## src/hdl/flash_write_packer_core_assert.svh

```systemverilog
// Assertion macros for the flash write packer core.
`ifndef FLASH_WRITE_PACKER_CORE_ASSERT_SVH
`define FLASH_WRITE_PACKER_CORE_ASSERT_SVH

`ifndef SYNTHESIS
`define FWP_ASSERT(label, clk, rst_n, prop) \
    label: assert property (@(posedge clk) disable iff (!rst_n) (prop)) \
        else $error("fwp assertion failed");
`define FWP_ASSERT_ALWAYS(label, clk, prop) \
    label: assert property (@(posedge clk) (prop)) \
        else $error("fwp assertion failed");
`else
`define FWP_ASSERT(label, clk, rst_n, prop)
`define FWP_ASSERT_ALWAYS(label, clk, prop)
`endif

`endif

```

## src/hdl/fwp_pkg.sv

```systemverilog
// Shared constants and types for the flash write packer.
package fwp_pkg;

    localparam int WORD_BYTES = 8;
    localparam int PAGE_BYTES = 2048;

    localparam int PAGE_W  = $clog2(PAGE_BYTES);
    localparam int PNUM_W  = 32 - PAGE_W;
    localparam int CNT_W   = $clog2(WORD_BYTES + 1);
    localparam int IDX_W   = (WORD_BYTES > 1) ? $clog2(WORD_BYTES) : 1;

    localparam logic [7:0] BYTE_PAD = 8'hFF;

    localparam logic [1:0] FUNC_BEGIN  = 2'd0;
    localparam logic [1:0] FUNC_WRITE  = 2'd1;
    localparam logic [1:0] FUNC_FINISH = 2'd2;
    localparam logic [1:0] FUNC_ABORT  = 2'd3;

    localparam logic [1:0] CMD_NONE    = 2'd0;
    localparam logic [1:0] CMD_ERASE   = 2'd1;
    localparam logic [1:0] CMD_PROGRAM = 2'd2;

    localparam logic [1:0] ST_OK          = 2'd0;
    localparam logic [1:0] ST_NOT_STARTED = 2'd1;
    localparam logic [1:0] ST_MISALIGNED  = 2'd2;

    typedef struct packed {
        logic [1:0]  command;
        logic [31:0] flash_address;
        logic [63:0] word_data;
        logic [1:0]  status;
        logic        last;
    } t_res;

    typedef struct packed {
        logic room_one;
        logic room_two;
    } t_room;

endpackage

```

## src/hdl/fwp_engine.sv

```systemverilog
// Session state and per-item command generation.
`include "flash_write_packer_core_assert.svh"

module fwp_engine (
    input  logic          i_clk,
    input  logic          i_rst_n,
    input  logic          i_fire,
    input  logic [1:0]    i_func,
    input  logic [31:0]   i_start,
    input  logic [7:0]    i_byte,
    output fwp_pkg::t_res o_res0,
    output fwp_pkg::t_res o_res1,
    output logic          o_two
);

    logic                           r_on;
    logic                           n_on;
    logic [31:0]                    r_cursor;
    logic [31:0]                    n_cursor;
    logic [fwp_pkg::PNUM_W-1:0]     r_page;
    logic [fwp_pkg::PNUM_W-1:0]     n_page;
    logic [fwp_pkg::CNT_W-1:0]      r_count;
    logic [fwp_pkg::CNT_W-1:0]      n_count;
    logic [7:0]                     r_bytes [fwp_pkg::WORD_BYTES];

    logic [31:0]                    wr_addr;
    logic [fwp_pkg::PNUM_W-1:0]     wr_page;
    logic                           need_erase;
    logic                           full;
    logic                           store;
    logic [63:0]                    w_full;
    logic [63:0]                    w_pad;
    fwp_pkg::t_res                  erase_res;
    fwp_pkg::t_res                  prog_res;

    assign wr_addr    = r_cursor + 32'(r_count);
    assign wr_page    = wr_addr[31:fwp_pkg::PAGE_W];
    assign need_erase = wr_page != r_page;
    assign full       = r_count == fwp_pkg::CNT_W'(fwp_pkg::WORD_BYTES - 1);

    always_comb begin
        w_full = '0;
        w_pad  = '0;
        for (int i = 0; i < fwp_pkg::WORD_BYTES; i++) begin
            w_full[8*i +: 8] = (i == int'(r_count)) ? i_byte : r_bytes[i];
            w_pad[8*i +: 8]  = (i < int'(r_count)) ? r_bytes[i] : fwp_pkg::BYTE_PAD;
        end
    end

    always_comb begin
        erase_res               = '0;
        erase_res.command       = fwp_pkg::CMD_ERASE;
        erase_res.flash_address = {wr_page, fwp_pkg::PAGE_W'(0)};
        erase_res.status        = fwp_pkg::ST_OK;
        prog_res                = '0;
        prog_res.command        = fwp_pkg::CMD_PROGRAM;
        prog_res.flash_address  = r_cursor;
        prog_res.word_data      = w_full;
        prog_res.status         = fwp_pkg::ST_OK;
    end

    always_comb begin
        o_res0      = '0;
        o_res1      = '0;
        o_two       = 1'b0;
        o_res0.last = 1'b1;
        o_res1.last = 1'b1;
        n_on        = r_on;
        n_cursor    = r_cursor;
        n_page      = r_page;
        n_count     = r_count;
        store       = 1'b0;
        case (i_func)
            fwp_pkg::FUNC_BEGIN: begin
                if (i_start[fwp_pkg::PAGE_W-1:0] != '0) begin
                    o_res0.status = fwp_pkg::ST_MISALIGNED;
                end else begin
                    o_res0.command       = fwp_pkg::CMD_ERASE;
                    o_res0.flash_address = i_start;
                    n_on                 = 1'b1;
                    n_cursor             = i_start;
                    n_page               = i_start[31:fwp_pkg::PAGE_W];
                    n_count              = '0;
                end
            end
            fwp_pkg::FUNC_WRITE: begin
                if (!r_on) begin
                    o_res0.status = fwp_pkg::ST_NOT_STARTED;
                end else begin
                    if (need_erase) begin
                        n_page = wr_page;
                    end
                    if (full) begin
                        n_cursor = r_cursor + 32'(fwp_pkg::WORD_BYTES);
                        n_count  = '0;
                    end else begin
                        n_count = r_count + fwp_pkg::CNT_W'(1);
                        store   = 1'b1;
                    end
                    if (need_erase && full) begin
                        o_res0      = erase_res;
                        o_res1      = prog_res;
                        o_res1.last = 1'b1;
                        o_two       = 1'b1;
                    end else if (need_erase) begin
                        o_res0 = erase_res;
                    end else if (full) begin
                        o_res0 = prog_res;
                    end
                    o_res0.last = !o_two;
                end
            end
            fwp_pkg::FUNC_FINISH: begin
                if (!r_on) begin
                    o_res0.status = fwp_pkg::ST_NOT_STARTED;
                end else begin
                    if (r_count != '0) begin
                        o_res0.command       = fwp_pkg::CMD_PROGRAM;
                        o_res0.flash_address = r_cursor;
                        o_res0.word_data     = w_pad;
                        n_cursor             = r_cursor + 32'(fwp_pkg::WORD_BYTES);
                    end
                    n_on    = 1'b0;
                    n_count = '0;
                end
            end
            default: begin
                n_on    = 1'b0;
                n_count = '0;
            end
        endcase
    end

    always_ff @(posedge i_clk) begin
        if (!i_rst_n) begin
            r_on     <= 1'b0;
            r_cursor <= '0;
            r_page   <= '0;
            r_count  <= '0;
        end else if (i_fire) begin
            r_on     <= n_on;
            r_cursor <= n_cursor;
            r_page   <= n_page;
            r_count  <= n_count;
        end
    end

    always_ff @(posedge i_clk) begin
        if (i_fire && store) begin
            r_bytes[r_count[fwp_pkg::IDX_W-1:0]] <= i_byte;
        end
    end

    `FWP_ASSERT(a_count_below_word, i_clk, i_rst_n,
        r_count < fwp_pkg::CNT_W'(fwp_pkg::WORD_BYTES))
    `FWP_ASSERT(a_idle_no_pending, i_clk, i_rst_n, !r_on |-> r_count == '0)
    `FWP_ASSERT_ALWAYS(a_erase_aligned, i_clk,
        o_res0.command == fwp_pkg::CMD_ERASE |->
            o_res0.flash_address[fwp_pkg::PAGE_W-1:0] == '0)

endmodule

```

## src/hdl/fwp_outq.sv

```systemverilog
// Two-entry result queue feeding the output stream.
`include "flash_write_packer_core_assert.svh"

module fwp_outq (
    input  logic           i_clk,
    input  logic           i_rst_n,
    input  logic           i_push,
    input  logic           i_two,
    input  fwp_pkg::t_res  i_res0,
    input  fwp_pkg::t_res  i_res1,
    input  logic           i_pop_ready,
    output fwp_pkg::t_room o_room,
    output logic           o_valid,
    output fwp_pkg::t_res  o_head
);

    logic [1:0]    r_cnt;
    logic [1:0]    n_cnt;
    fwp_pkg::t_res r_slot0;
    fwp_pkg::t_res r_slot1;
    fwp_pkg::t_res n_slot0;
    fwp_pkg::t_res n_slot1;
    logic          pop;
    logic [1:0]    base;

    assign o_valid = r_cnt != 2'd0;
    assign o_head  = r_slot0;
    assign pop     = o_valid && i_pop_ready;
    assign base    = r_cnt - {1'b0, pop};

    assign o_room.room_one = base != 2'd2;
    assign o_room.room_two = base == 2'd0;

    always_comb begin
        n_slot0 = pop ? r_slot1 : r_slot0;
        n_slot1 = r_slot1;
        n_cnt   = base;
        if (i_push) begin
            if (base == 2'd0) begin
                n_slot0 = i_res0;
                n_slot1 = i_res1;
            end else begin
                n_slot1 = i_res0;
            end
            n_cnt = base + (i_two ? 2'd2 : 2'd1);
        end
    end

    always_ff @(posedge i_clk) begin
        if (!i_rst_n) begin
            r_cnt <= 2'd0;
        end else begin
            r_cnt <= n_cnt;
        end
    end

    always_ff @(posedge i_clk) begin
        r_slot0 <= n_slot0;
        r_slot1 <= n_slot1;
    end

    `FWP_ASSERT(a_cnt_bound, i_clk, i_rst_n, r_cnt != 2'd3)
    `FWP_ASSERT(a_push_fits, i_clk, i_rst_n,
        i_push |-> (i_two ? base == 2'd0 : base != 2'd2))

endmodule

```

## src/hdl/flash_write_packer_core.sv

```systemverilog
// Top level of the flash write packer: input register, engine and result queue.
//
//  channel  | dir | tdata                              | tuser   | tlast
//  ---------+-----+------------------------------------+---------+------
//  s        | in  | session_base, data_byte            | func    | -
//  m        | out | flash_address, word_data, status   | command | last
//
// Each item waits in the input register until it fires; the engine then turns
// it combinationally into one or two results in the two-entry result queue.
// Items producing one result flow at one per cycle while the output does not stall;
// an erase plus a program leave as two results through the single output port.
// Reset is synchronous, active low, and leaves no session open.
// A stalled output backs up the queue, then the input register, then o_s_tready.
module flash_write_packer_core (
    input  logic          i_clk,
    input  logic          i_rst_n,
    input  logic          i_s_tvalid,
    output logic          o_s_tready,
    input  logic [39:0]   i_s_tdata,   // [31:0] session_base, [39:32] data_byte
    input  logic [1:0]    i_s_tuser,   // [1:0] func
    output logic          o_m_tvalid,
    input  logic          i_m_tready,
    output logic [103:0]  o_m_tdata,   // [31:0] flash_address, [95:32] word_data,
                                       // [97:96] status, [103:98] zero
    output logic [1:0]    o_m_tuser,   // [1:0] command
    output logic          o_m_tlast
);

    logic           r_in_valid;
    logic [1:0]     r_func;
    logic [31:0]    r_start;
    logic [7:0]     r_byte;

    fwp_pkg::t_res  res0;
    fwp_pkg::t_res  res1;
    logic           two;
    fwp_pkg::t_room room;
    fwp_pkg::t_res  head;
    logic           fire;
    logic           take;

    assign fire       = r_in_valid && (two ? room.room_two : room.room_one);
    assign o_s_tready = !r_in_valid || fire;
    assign take       = i_s_tvalid && o_s_tready;

    always_ff @(posedge i_clk) begin
        if (!i_rst_n) begin
            r_in_valid <= 1'b0;
        end else if (take) begin
            r_in_valid <= 1'b1;
        end else if (fire) begin
            r_in_valid <= 1'b0;
        end
    end

    always_ff @(posedge i_clk) begin
        if (take) begin
            r_func  <= i_s_tuser;
            r_start <= i_s_tdata[31:0];
            r_byte  <= i_s_tdata[39:32];
        end
    end

    fwp_engine u_engine (
        .i_clk   (i_clk),
        .i_rst_n (i_rst_n),
        .i_fire  (fire),
        .i_func  (r_func),
        .i_start (r_start),
        .i_byte  (r_byte),
        .o_res0  (res0),
        .o_res1  (res1),
        .o_two   (two)
    );

    fwp_outq u_outq (
        .i_clk       (i_clk),
        .i_rst_n     (i_rst_n),
        .i_push      (fire),
        .i_two       (two),
        .i_res0      (res0),
        .i_res1      (res1),
        .i_pop_ready (i_m_tready),
        .o_room      (room),
        .o_valid     (o_m_tvalid),
        .o_head      (head)
    );

    assign o_m_tdata = {6'd0, head.status, head.word_data, head.flash_address};
    assign o_m_tuser = head.command;
    assign o_m_tlast = head.last;

endmodule
```

## config.mk

```make
export PLATFORM = sky130hd
export DESIGN_NAME = flash_write_packer_core
export DESIGN_NICKNAME = d
export VERILOG_FILES = /design/src/hdl/fwp_pkg.sv /design/src/hdl/fwp_engine.sv /design/src/hdl/fwp_outq.sv /design/src/hdl/flash_write_packer_core.sv
export VERILOG_INCLUDE_DIRS = /design/src /design/src/hdl
export SDC_FILE = /design/constraint.sdc
export NUM_CORES = 1
export LEC_CHECK = 0
export BUFFER_PORTS_ARGS = -buffer_cell sky130_fd_sc_hd__buf_2
export CAP_MARGIN = 10
export CORE_ASPECT_RATIO = 1.5
export CORE_MARGIN = 2
export CORE_UTILIZATION = 45
export CTS_CLUSTER_DIAMETER = 50
export DETAILED_ROUTE_END_ITERATION = 16
export HOLD_SLACK_MARGIN = 0.03
export PLACE_DENSITY = 0.72
export SLEW_MARGIN = 20
export SYNTH_ARGS = -nofsm -noshare
export SYNTH_HDL_FRONTEND = slang
export SYNTH_SLANG_ARGS = --single-unit
```

## constraint.sdc

```tcl
create_clock -name i_clk -period 15.66 [get_ports i_clk]
set_clock_uncertainty 0.15 [all_clocks]
set_input_delay 0.783 -clock i_clk [delete_from_list [all_inputs] [get_ports i_clk]]
set_output_delay 0.783 -clock i_clk [all_outputs]
set_load 0.01 [all_outputs]
```

==> metrics.md, run 1 <==
| Metric | Value |
|---|---|
| Status | completed |
| Synth Area in Simple Gates | about 11% |
| Routability cong. | between 0.9 and 1 |
| Overflow after GRT | 0 |
| Resize count post-CTS | 0 |
| Worst Setup EP | u_outq.r_slot1[86]$_DFFE_PN_ |
| First-pass GRT wire length | slightly below 80000 um |
| Synth Register Bits | 369 |
| DR iter-0 viols | about 1200 |
| DR DRC count | 0 |
| CP Depth | 12 |
| DIE HEIGHT | 246 um |
| Post-synthesis mux area share | around a tenth |
| Routed wire length | 52400 um |
| Final nets | about 1800 |
| Arrival time at the worst endpoint | roughly 6600 ps |
| Endpoints failing hold | 0 |
| Most frequent cells in the layout | edfxtp_1 (207), mux2i_1 (170), dfxtp_1 (162) |
| CP Launch Point | u_engine.r_count[2]$_SDFFE_PN0P_ |
| Share of cells above drive strength 1 | between 10 and 15% |
| IO Pins | around 160 |
| Die area | 40800 sq um |
| Crit path required time | about 16000 ps |
| Register area share after synthesis | 53.7% |
| Pwr per Cell Area | 151 nW/um^2 |
| Initial Util | a little under half |
| Post-cts hold buffer count | 0 |
| Synth Flop Type | edfxtp_1 |
| Avg Cell Area, Syn | roughly 11 sq um |
| Worst reg2reg startpoint | u_engine.r_count[2]$_SDFFE_PN0P_ |
| Synth Instances | roughly 1700 |
| Synth async-reset ratio | 0% |
| DP Wirelength | 36200 um |
| WP buf/inv | 1 |
| Drt pass-1 iters | 8 |
| Die W | between 150 and 200 um |
| Setup-failing EPs final | 0 |
| Input/output buffers | roughly 150 |
| RSZ-0062 raised after global routing | false |
| Initial antenna violation count | 0 |
| Period utilisation layout | 42.0% |
| Final hold slack | about 260 ps |
| Post-route ant nets | 0 |
| Synth Area in Adders | 0.995% |
| Num CTS Buffers | 38 |
| Delay-heaviest family, CP | simple AND/OR/NAND/NOR gates |
| Crit path largest cell delay | 930 ps |
| Post-Syn Area | 17600 sq um |
| CP Class | register to register |
| Syn. warnings | 0 |
| FMAX | ~0.15 GHz |
| Pin count of the biggest net entering global routing | between 70 and 80 |
| Maximum root-to-sink buffer count | 3 |
| Worst vdd ir | 0.0000919 V |
| Fin Setup TNS | 0 ps |
| All-Layer GR Usage | approximately a quarter |
| Master of the slowest instance on the critical path | buf_4 |
| CTS clk-pin slew, worst paths | 60 ps |
| Largest family of logic cells by synthesized area | compound AO/OA/AOI/OAI gates |
| XOR/XNOR Fraction of Synth Area | ~2.2% |
| Setup crit start kind | register |
| Max-slew headroom | approximately 28% |
| Worst-Skew Late Latency | ~550 ps |
| Leading cell type in the layout, fill and taps excluded | edfxtp_1 |
| Worst-path fanout max | between 70 and 80 |
| R2r setup slk | around 9000 ps |
| Max-Cap Viols | 0 |
| CORE AREA | 38500 sq um |
| Post-Place Cell Area | 18600 sq um |
| Worst slew pin tran | about 1100 ps |
| Leakage | ~7 nW |
| Number of global-route vias before repair | between 10000 and 15000 |
| CP cell instances | ha_1 > a311o_1 > nor2_2 > nor4_1 > xnor2_1 > o221ai_1 > or4_4 > nor4_4 > nand2b_1 > o21ai_0 > nor2_4 > buf_4 |
| Compound-cell area share of the yosys netlist | between 10% and 20% |
| Clock sink count | 369 |
| Final Cell Area | 19800 sq um |
| Worst min path class | input pin to register |
| FP Rows | between 80 and 90 |
| CTS Root Cell | clkbuf_16 |
| Ant diodes | 0 |
| Number of setup buffers added after CTS | 0 |
| Area Growth Syn to Fin | 12.3% |
| Reg2reg path depth | 12 |
| Yosys cell types | between 70 and 80 |
| Kind of end point of the critical path | register |
| Period minus WS final | about 6600 ps |
| Vias | roughly 14000 |
| Avg WL per Cell | approximately 23 um |
| CTS tree | built |
| Worst reg2reg endpoint | u_outq.r_slot1[86]$_DFFE_PN_ |
| H-tree Lvls | 2 |
| EDFF count, synth | 207 |
| Slew Limit Fails | 0 |
| Vias per std cell | about 6.2 |
[registers in the layout, summed over array words and instances, names as in the netlist]
| signal | flops |
|---|---|
| r_byte | 8 |
| r_func | 2 |
| r_in_valid | 1 |
| r_start | 32 |
| u_engine.r_bytes | 64 |
| u_engine.r_count | 4 |
| u_engine.r_cursor | 32 |
| u_engine.r_on | 1 |
| u_engine.r_page | 21 |
| u_outq.o_head | 101 |
| u_outq.r_cnt | 2 |
| u_outq.r_slot1 | 101 |
[Yosys cell counts, types with 8 or more instances]
cell type / instances / share of area [%]
nand2_1: 160 / 3.4
a221oi_1: 30 / 1.5
edfxtp_1: 207 / 35
a31oi_1: 8 / 0.28
buf_1: 15 / 0.32
xnor2_1: 27 / 1.3
nand3_1: 26 / 0.74
inv_1: 27 / 0.58
and2_1: 31 / 1.1
clkbuf_1: 110 / 2.3
o2111ai_1: 22 / 1.1
nor2b_1: 15 / 0.53
a21boi_0: 10 / 0.43
o22ai_1: 142 / 5.0
mux2i_1: 170 / 9.7
and3_1: 9 / 0.32
o21a_1: 11 / 0.47
a211oi_1: 8 / 0.34
and4_1: 9 / 0.45
o21ai_1: 13 / 0.37
o21ai_0: 100 / 2.8
dfxtp_1: 162 / 18
nor2_1: 70 / 1.5
buf_2: 18 / 0.51
nor4_1: 10 / 0.36
xor2_1: 13 / 0.65
nand4_1: 20 / 0.71
ha_1: 14 / 0.99
a21oi_1: 78 / 2.2
nor3_1: 17 / 0.48
[layout make-up]
class                           instances  area (sq um)
Inverter                               28           105
Multi-Input combinational cell       1123          7500
Tap cell                              495           619
Sequential cell                       369          9460
Clock buffer                           54          1050
Timing Repair Buffer                  166           876
Fill cell                            3478         18800
Clock inverter                         16           164
[cells by family after synthesis]
group                      count (synthesis)
AOI/OAI and AO/OA                        482
and+or+nand+nor                          406
DFF                                      369
adders and majority gates                 14
xor gates and xnor gates                  42
muxes                                    173
other                                      1
buffers and inverters                    181
[through the flow]
step | power (W) | std cells | utilization [%] | setup slack [ps]
3_5_place_dp | 0.00212 | 2181 | 48.1 | 9180
2_1_floorplan | 0.00183 | 1673 | - | 7390
4_1_cts | 0.00300 | 2251 | 51.3 | 9160
3_3_place_gp | 0.00210 | 2181 | 48.1 | 9310
5_1_grt | 0.00311 | 2251 | 51.3 | 8710
6_report | 0.00298 | 2251 | 51.3 | 9080
[worst min path at each step]
stage                                                start                               end  cells past startpoint
after global placement    u_engine.r_page[19]$_SDFFE_PN0P_  u_engine.r_page[19]$_SDFFE_PN0P_                      2
after detailed placement  u_engine.r_bytes[0][2]$_DFFE_PP_          u_outq.o_head[5]$_DFF_P_                      2
after floorplan           u_engine.r_bytes[0][7]$_DFFE_PP_         u_outq.o_head[10]$_DFF_P_                      2
after CTS                                     i_s_tuser[1]               r_func[1]$_DFFE_PP_                      1
after global routing                          i_s_tuser[0]               r_func[0]$_DFFE_PP_                      1
final                                         i_s_tuser[1]               r_func[1]$_DFFE_PP_                      1
[worst register-to-register path, delay by kind of cell, from the launching register on]
| family | cells | cell delay, ps |
|---|---|---|
| buffers and inverters | 1 | 930 |
| AND/OR/NAND/NOR | 6 | 3050 |
| AO/OA/AOI/OAI | 3 | 770 |
| flip-flops | 1 | 680 |
| adder cells (fa/ha/maj) | 1 | 310 |
| XOR/XNOR | 1 | 240 |
[power by group]
group	switching [W]	internal, W
Sequential	0.000131	0.00121
Clock	0.000387	0.000495
Combinational	0.000478	0.000277
Total	0.000996	0.00198
[per-layer routing]
layer	track usage (%)	vias up	part of all wire, %
met5	0	-	0
met4	12.9	0	5.0
met1	29.5	6823	37
met2	45.9	534	53
met3	2.51	120	4.8
li1	-	6393	-
No activity file was read; power rests on OpenSTA's default activity.
==> run 2, diff against run 1 <==
Clock period 15.66 ns to 6.2 ns, I/O delays scaled along.
==> metrics.md, run 2 (synthesis results as in run 1) <==
| Metric | Value |
|---|---|
| Status | completed |
| FMAX | 0.172 GHz |
| IO Pins | 155 (unchanged) |
| Pin count of the biggest net entering global routing | 71 (-5.3%) |
| Most frequent cells in the layout | edfxtp_1 (207), mux2i_1 (170), dfxtp_1 (162) |
| Worst-path fanout max | 12 (-84%) |
| Vias | 14100 (+1.4%) |
| Ant diodes | 0 (unchanged) |
| Input/output buffers | 148 (unchanged) |
| Share of cells above drive strength 1 | 15.3% (+0.76 points) |
| Period minus WS final | 5810 ps |
| CTS tree | built |
| Number of setup buffers added after CTS | 0 (unchanged) |
| # fillers | 3409 (-2.0%) |
| Resize count post-CTS | 0 (unchanged) |
| Clock sink count | 369 (unchanged) |
| CORE AREA | 38500 sq um (unchanged) |
| Slew Limit Fails | 0 (unchanged) |
| Pwr per Cell Area | 370 nW/um^2 (+150%) |
| Vias per std cell | 6.09 (-1.1%) |
| Drt pass-1 iters | 5 (-3) |
| Initial antenna violation count | 0 (unchanged) |
| DP Wirelength | 36500 um (+0.83%) |
| Overall power | 0.00752 W (+150%) |
| Layout Utilization | 52.7% (+1.4 points) |
| Routability cong. | 1.00 (+6.1%) |
| Global-route met1 utilization | 29.9% (+0.46 points) |
| H-tree Lvls | 2 (unchanged) |
| Crit path required time | 5740 ps (-9920 ps) |
| Top Usage Layer GRT | met2 |
| Initial Util | 45.7% (unchanged) |
| Period utilisation layout | 93.8% |
| Post-route ant nets | 0 (unchanged) |
| Worst vdd ir | 0.000261 V (+180%) |
| Area Growth Syn to Fin | 15.3% |
| CP Class | register to output port |
| Avg WL per Cell | 23.0 um (-1.4%) |
| Final Cell Area | 20300 sq um (+2.7%) |
| Routed wire length | 53000 um (+1.1%) |
| Leading cell type in the layout, fill and taps excluded | edfxtp_1 |
| Fin Setup TNS | 0 ps (unchanged) |
| Overflow after GRT | 0 (unchanged) |
| Final nets | 1845 (+3.3%) |
| Worst slew pin tran | 1050 ps (-32.3 ps) |
| DR iter-0 viols | 1215 (+3.9%) |
| All-Layer GR Usage | 25.7% (+0.33 points) |
| CTS clk-pin slew, worst paths | 70 ps (about the same) |
| Worst-Skew Late Latency | 540 ps (about the same) |
| Setup crit start kind | register |
| FP Rows | 88 (unchanged) |
| Endpoints failing hold | 0 (unchanged) |
| Maximum root-to-sink buffer count | 3 (unchanged) |
| Area occupied by registers | 9460 sq um (unchanged) |
| Met2 usage | 46.5% (+0.63 points) |
| Area of the multi-input gates | 7500 sq um (about the same) |
| Setup-failing EPs final | 0 (unchanged) |
| First-pass GRT wire length | 80300 um (+1.2%) |
| Kind of end point of the critical path | output port |
| DR DRC count | 0 (unchanged) |
| Post-cts hold buffer count | 43 (+43) |
| Die W | 166 um (unchanged) |
| Final hold slack | 199 ps (-56.9 ps) |
| Max-Cap Viols | 0 (unchanged) |
| Number of global-route vias before repair | 13800 (+2.8%) |
| Leakage | 7.25 nW (+3.7%) |
| DIE HEIGHT | 246 um (unchanged) |
| RSZ-0062 raised after global routing | false |
| CTS Root Cell | clkbuf_16 |
| Num CTS Buffers | 37 (-2.6%) |
| Arrival time at the worst endpoint | 5350 ps (-1230 ps) |
| Worst min path class | input pin to register |
| Post-Place Cell Area | 18700 sq um (+0.81%) |
| Max-slew headroom | 29.6% (+1.6 points) |
| Met3 Usage GRT | 2.69% (+0.19 points) |
| Die area | 40800 sq um (unchanged) |
==> run 2: changes by cell type in the layout (fill, tap and decap cells not counted), moves of 2 or more <==
cell / delta
dlygate4sd3_1: +43
buf_4: +15
clkbuf_1: -7
clkinv_2: +7
buf_12: +2
clkinvlp_4: +2
nor4_2: +2
==> run 2: where the power goes <==
group,internal [W],switching [W]
Combinational,0.000737,0.00123
Sequential,0.00306,0.000318
Clock,0.00120,0.000971
==> run 2: stage by stage <==
| step | cells | setup WS (ps) |
|---|---|---|
| 2_1_floorplan | 1673 | 72.0 |
| 3_3_place_gp | 2198 | 664 |
| 3_5_place_dp | 2198 | 803 |
| 4_1_cts | 2308 | 493 |
| 5_1_grt | 2308 | 192 |
| 6_report | 2308 | 387 |
==> run 2: layout make-up <==
cell class | count | share of cell area [%]
Inverter | 28 | 0.517
Tap cell | 495 | 3.05
Multi-Input combinational cell | 1123 | 36.9
Timing Repair Buffer | 226 | 7.18
Clock buffer | 45 | 4.85
Sequential cell | 369 | 46.6
Clock inverter | 22 | 0.912
==> run 2: per-layer routing <==
metal,wire (um),vias to the layer above
met4,2570,0
li1,-,6517
met5,0,-
met1,19800,6895
met2,28100,517
met3,2530,129
==> run 2: critical path, stage by stage (launching register included) <==
cell and delay [ps]:
dfxtp_1 620, ha_1 330, a311o_1 380, nor2_2 400
nor3_1 120, xnor2_1 510, o221ai_1 220, or4_4 560
nor4_4 620, nand2b_1 340, o21ai_0 290, nand2_1 250
buf_2 170
==> run 2: final timing paths <==
check | start | end | slack (ps) | depth (start not counted)
worst max-delay path | u_engine.r_count[1]$_SDFFE_PN0P_ | o_s_tready | 390 | 12
worst min-delay path | i_m_tready | u_outq.o_head[72]$_DFF_P_ | 200 | 4
worst max register to register | u_engine.r_count[1]$_SDFFE_PN0P_ | r_byte[6]$_DFFE_PP_ | 660 | 12
worst min register to register | u_engine.r_page[9]$_SDFFE_PN0P_ | u_engine.r_page[9]$_SDFFE_PN0P_ | 330 | 2
